**config.mk**
```make
export PLATFORM = sky130hd
export DESIGN_NAME = acpb_ctrl
export DESIGN_NICKNAME = d
export VERILOG_FILES = /design/src/rtl/acpb_pkg.sv /design/src/rtl/acpb_ctrl.sv
export SDC_FILE = /design/constraint.sdc
export NUM_CORES = 1
export LEC_CHECK = 0
export ABC_AREA = 0
export BUFFER_PORTS_ARGS = -buffer_cell sky130_fd_sc_hd__buf_2
export CAP_MARGIN = 0
export CORE_AREA = 2 2 39 41
export CTS_CLUSTER_SIZE = 24
export DETAILED_ROUTE_END_ITERATION = 10
export DIE_AREA = 0 0 41 43
export HOLD_SLACK_MARGIN = 0.05
export PLACE_DENSITY_LB_ADDON = 0.12
export SETUP_SLACK_MARGIN = 0.05
export SYNTH_ARGS = -nofsm -noshare
export SYNTH_HDL_FRONTEND = slang
export SYNTH_SLANG_ARGS = --single-unit
```
**constraint.sdc**
```tcl
create_clock -name clk_i -period 1.75 [get_ports clk_i]
set_input_delay 0.525 -clock clk_i [delete_from_list [all_inputs] [get_ports clk_i]]
set_output_delay 0.525 -clock clk_i [all_outputs]
set_load 0.01 [all_outputs]
```
**src/rtl/acpb_pkg.sv**
```systemverilog
// Shared types, constants and helper functions for the permutation table builder.
package acpb_pkg;

  localparam int MaxOrder   = 12;
  localparam int EntryW     = 12;
  localparam int SizeW      = 13;
  localparam int ReqW       = 17;
  localparam int OrderW     = 5;
  localparam int TableDepth = 1 << MaxOrder;
  localparam int PickBit    = 14;

  typedef enum logic [1:0] {
    ACT_BEGIN = 2'd0,
    ACT_STEP  = 2'd1,
    ACT_READ  = 2'd2,
    ACT_RSVD  = 2'd3
  } action_e;

  typedef enum logic [2:0] {
    STS_STARTED = 3'd0,
    STS_STEP    = 3'd1,
    STS_DONE    = 3'd2,
    STS_READ    = 3'd3,
    STS_IGNORED = 3'd4
  } status_e;

  typedef enum logic [2:0] {
    ST_IDLE,
    ST_BEGIN_WR,
    ST_STEP_HI,
    ST_STEP_LO,
    ST_READ_OUT,
    ST_NOP_OUT
  } ctrl_state_e;

  // Commands from the controller to the datapath.
  typedef struct packed {
    logic do_begin;
    logic do_step;
    logic do_read;
    logic do_ignore;
    logic wr_zero;
    logic wr_hi;
    logic wr_lo;
    logic out_read;
  } acpb_cmd_t;

  // Status from the datapath to the controller.
  typedef struct packed {
    logic building;
  } acpb_stat_t;

  // Table order: bit length of (req - 1), capped at the maximum order.
  function automatic logic [OrderW-1:0] order_of(input logic [ReqW-1:0] req);
    logic [ReqW-1:0]   s;
    logic [OrderW-1:0] len;
    begin
      s   = req - ReqW'(1);
      len = '0;
      if (req <= ReqW'(1)) begin
        len = '0;
      end else if (s[ReqW-1:MaxOrder] != '0) begin
        len = OrderW'(MaxOrder);
      end else begin
        for (int i = 0; i < MaxOrder; i++) begin
          if (s[i]) len = OrderW'(i + 1);
        end
      end
      return len;
    end
  endfunction

  // Index mask with the lowest order bits set.
  function automatic logic [EntryW-1:0] mask_of(input logic [OrderW-1:0] order);
    logic [EntryW-1:0] m;
    begin
      for (int i = 0; i < EntryW; i++) begin
        m[i] = (OrderW'(i) < order);
      end
      return m;
    end
  endfunction

endpackage

```
**src/rtl/acpb_ctrl.sv**
```systemverilog
// Controller state machine: sequences begin, build step, read and ignored beats.
module acpb_ctrl
  import acpb_pkg::*;
(
  input  logic       clk_i,
  input  logic       rst_ni,
  input  logic       start,
  input  action_e    action_i,
  input  acpb_stat_t stat_i,
  output logic       busy,
  output logic       strobe_o,
  output acpb_cmd_t  cmd_o
);

  ctrl_state_e state_q, state_d;
  logic        accept;

  always_ff @(posedge clk_i or negedge rst_ni) begin
    if (!rst_ni) begin
      state_q <= ST_IDLE;
    end else begin
      state_q <= state_d;
    end
  end

  always_comb begin
    state_d  = ST_IDLE;
    busy     = (state_q == ST_STEP_HI);
    strobe_o = 1'b0;
    cmd_o    = '0;
    accept   = start && !busy;

    case (state_q)
      ST_STEP_HI:  cmd_o.wr_hi = 1'b1;
      ST_STEP_LO:  begin
        cmd_o.wr_lo = 1'b1;
        strobe_o    = 1'b1;
      end
      ST_BEGIN_WR: begin
        cmd_o.wr_zero = 1'b1;
        strobe_o      = 1'b1;
      end
      ST_READ_OUT: begin
        cmd_o.out_read = 1'b1;
        strobe_o       = 1'b1;
      end
      ST_NOP_OUT:  strobe_o = 1'b1;
      ST_IDLE:     strobe_o = 1'b0;
      default:     strobe_o = 1'b0;
    endcase

    if (state_q == ST_STEP_HI) begin
      state_d = ST_STEP_LO;
    end else if (accept) begin
      case (action_i)
        ACT_BEGIN: begin
          cmd_o.do_begin = 1'b1;
          state_d        = ST_BEGIN_WR;
        end
        ACT_STEP: begin
          if (stat_i.building) begin
            cmd_o.do_step = 1'b1;
            state_d       = ST_STEP_HI;
          end else begin
            cmd_o.do_ignore = 1'b1;
            state_d         = ST_NOP_OUT;
          end
        end
        ACT_READ: begin
          cmd_o.do_read = 1'b1;
          state_d       = ST_READ_OUT;
        end
        default: begin
          cmd_o.do_ignore = 1'b1;
          state_d         = ST_NOP_OUT;
        end
      endcase
    end
  end

endmodule

```
==> flow_metrics.env <==
export IMPL_status="finished with violations"
export IMPL_violations="negative setup slack"
export IMPL_pwr_density_cell_mw_per_mm2=680
export IMPL_grt_first_pass_wirelength_um=938
export IMPL_cts_clk_slew_worst_paths_ps=40
export IMPL_peakVddDrop_mv=0.159
export IMPL_total_power_w=0.000280
export IMPL_max_freq_mhz=562
export IMPL_start_util=0.160
export IMPL_grt_start_max_net_pins=8
export IMPL_syn_inst=23
export IMPL_final_cell_mix="buf_2 (14), buf_4 (4), inv_1 (3), clkbuf_4 (3)"
export IMPL_synthDistinctLibCells=16
export IMPL_critPathMaxFanout=7
export IMPL_drive_above_1_share=0.652
export IMPL_cts_root_buffer="clkbuf_4"
export IMPL_insertion_delay_ps=230
export IMPL_drv_slew=0
export IMPL_ys_warn_count=0
export IMPL_wl_per_cell_um=11.1
export IMPL_pin_count=16
export IMPL_period_minus_slack_ps=1780
export IMPL_antenna_found_initial=0
export IMPL_core_rowCount=14
export IMPL_required_ps=1220
export IMPL_worstSetupPathType="reg2out"
export IMPL_portBuffers=15
export IMPL_top_regs="state_q (3)"
export IMPL_grt_overflow=0
export IMPL_fp_dieW_um=41
export IMPL_nets=53
export IMPL_grt_pass1_vias=230
export IMPL_r2r_start="state_q[1]$_DFF_PN0_"
export IMPL_tightest_slew_ps=229
export IMPL_maxCapViolations=0
export IMPL_finalHoldViolCount=0
export IMPL_fin_crit_sh=1.02
export IMPL_die_area_sq_mm=0.00176
export IMPL_layout_commonest_cell="buf_2"
export IMPL_insertedDiodeCount=0
export IMPL_regMostFlops="state_q"
export IMPL_setup_slack_ps=-30.1
export IMPL_worst_setup_path_start_kind="flop"
export IMPL_synth_area_per_cell_sq_um=9.63
export IMPL_ys_seq_area_frac=0.339
export IMPL_syn_nets=29
export IMPL_via_per_inst=4.19
export IMPL_ant_nets=0
export IMPL_yosysTopAreaCell="dfrtp_1"
export IMPL_wl_um=687
export IMPL_die_h_um=43
export IMPL_coreArea_sq_mm=0.00138
export IMPL_place_gp_congestion=0.605
export IMPL_drtPass1Iterations=1
export IMPL_vias=260
export IMPL_leakage_nw=0.206
export IMPL_skew_ps=0.105
export IMPL_synth_top_area_share=0.339
export IMPL_netlist_area_sq_um=221
export IMPL_rsz0062_at_grt="true"
export IMPL_cts_max_level=1
export IMPL_slew_limit_headroom=0.847
export IMPL_rr_endpoint="state_q[0]$_DFF_PN0_"
export IMPL_yosys_register_bits=3
export IMPL_grt_use_total=0.0894
export IMPL_cts_made_buffers=3
export IMPL_nFillCells=161
export IMPL_cts_sinks=3
export IMPL_worst_r2r_setup_slack_ps=630
export IMPL_synth_area_leaders="dfrtp_1 (34%), nor3b_4 (8.5%), a2111oi_2 (6.8%)"
export IMPL_initialDrtViolationCount=0
export IMPL_largest_reg_flops=3
export IMPL_hold_class="in2async"
export IMPL_setup_violations_final=5
export IMPL_cts_buffer_depth=2
export IMPL_post_dp_hpwl_um=423
export IMPL_pre_cts_ws_ps=66.4
export IMPL_crit_arrival_ps=1260
export IMPL_drc_errors=0
export IMPL_cts_tree="built"
export IMPL_critPathCaptureType="primary output"
export IMPL_areaGrowthSynthToFinish_pct=85.9
export IMPL_worstRegToRegCells=4
## Yosys cell counts
master / instances
dfrtp_1: 3
inv_1: 3
nand2b_1: 2
nor3_1: 2
nor3b_1: 2
a2111oi_2: 1
a211oi_1: 1
a21oi_1: 1
a31o_2: 1
and3b_2: 1
buf_4: 1
nand3b_1: 1
nor2_1: 1
nor3b_4: 1
nor4_1: 1
o21bai_1: 1
## routing by layer
metal	vias up	part of all wire	wire length (um)	track usage
li1	130	-	-	-
met1	117	0.37	254	0.103
met2	11	0.51	348	0.113
met3	2	0.099	68	0.0314
met4	0	0.023	16	0.100
met5	-	0	0	0
## through the flow
step / utilization / hold WS (ps) / cell area (sq um) / TNS (ps) / cells
after floorplan: - / 229 / 221 / 0 / 23
after global placement: 0.223 / 318 / 309 / 0 / 53
after detailed placement: 0.223 / 321 / 309 / 0 / 53
after CTS: 0.255 / 66.3 / 353 / -269 / 59
after global routing: 0.297 / 68.9 / 412 / -374 / 62
final: 0.297 / 74.9 / 412 / -63.3 / 62
## critical path, stage by stage (launching register included)
cell	delay (ps)
dfrtp_1	380
nor3b_4	160
buf_12	130
a2111oi_4	170
buf_2	180
## cells by family (layout without fill, tap and decap cells)
family / Yosys count / count (layout) / share of synthesized area
buffers and inverters: 4 / 27 / 0.0848
and+or+nand+nor: 11 / 11 / 0.379
AOI/OAI and AO/OA: 5 / 5 / 0.198
DFF: 3 / 3 / 0.339
## report_power, final
| group | internal (W) | total (W) | leakage (nW) | switching, W |
|---|---|---|---|---|
| registers | 0.0000758 | 0.0000831 | 0.0361 | 0.00000735 |
| clock network | 0.0000856 | 0.000124 | 0.0150 | 0.0000380 |
| logic | 0.0000385 | 0.0000732 | 0.155 | 0.0000347 |
## repair_timing
item,in CTS,in global routing
resized for setup,2,3
pin swaps,4,2
setup endpoints to repair,6,7
setup buffers,3,5
hold buffers,0,0
## layout make-up
cell class / instances / area, sq um / area share
Multi-Input combinational cell: 16 / 145 / 0.353
Timing Repair Buffer: 20 / 131 / 0.319
Sequential cell: 3 / 77.6 / 0.188
Clock buffer: 4 / 26.3 / 0.0638
Tap cell: 16 / 20.0 / 0.0486
Inverter: 3 / 11.3 / 0.0274
## worst max path at each step
| stage | slack, ps | depth (start not counted) | to | from |
|---|---|---|---|---|
| 6_report | -30 | 4 | cmd_o[4] | state_q[1]$_DFF_PN0_ |
| 5_1_grt | -100 | 4 | cmd_o[4] | state_q[1]$_DFF_PN0_ |
| 3_3_place_gp | 80 | 3 | cmd_o[4] | stat_i |
| 3_5_place_dp | 70 | 3 | cmd_o[4] | stat_i |
| 4_1_cts | -60 | 3 | cmd_o[4] | state_q[0]$_DFF_PN0_ |
| 2_1_floorplan | 200 | 2 | cmd_o[4] | state_q[1]$_DFF_PN0_ |
Note: power is estimated with default switching activity, not from simulation.
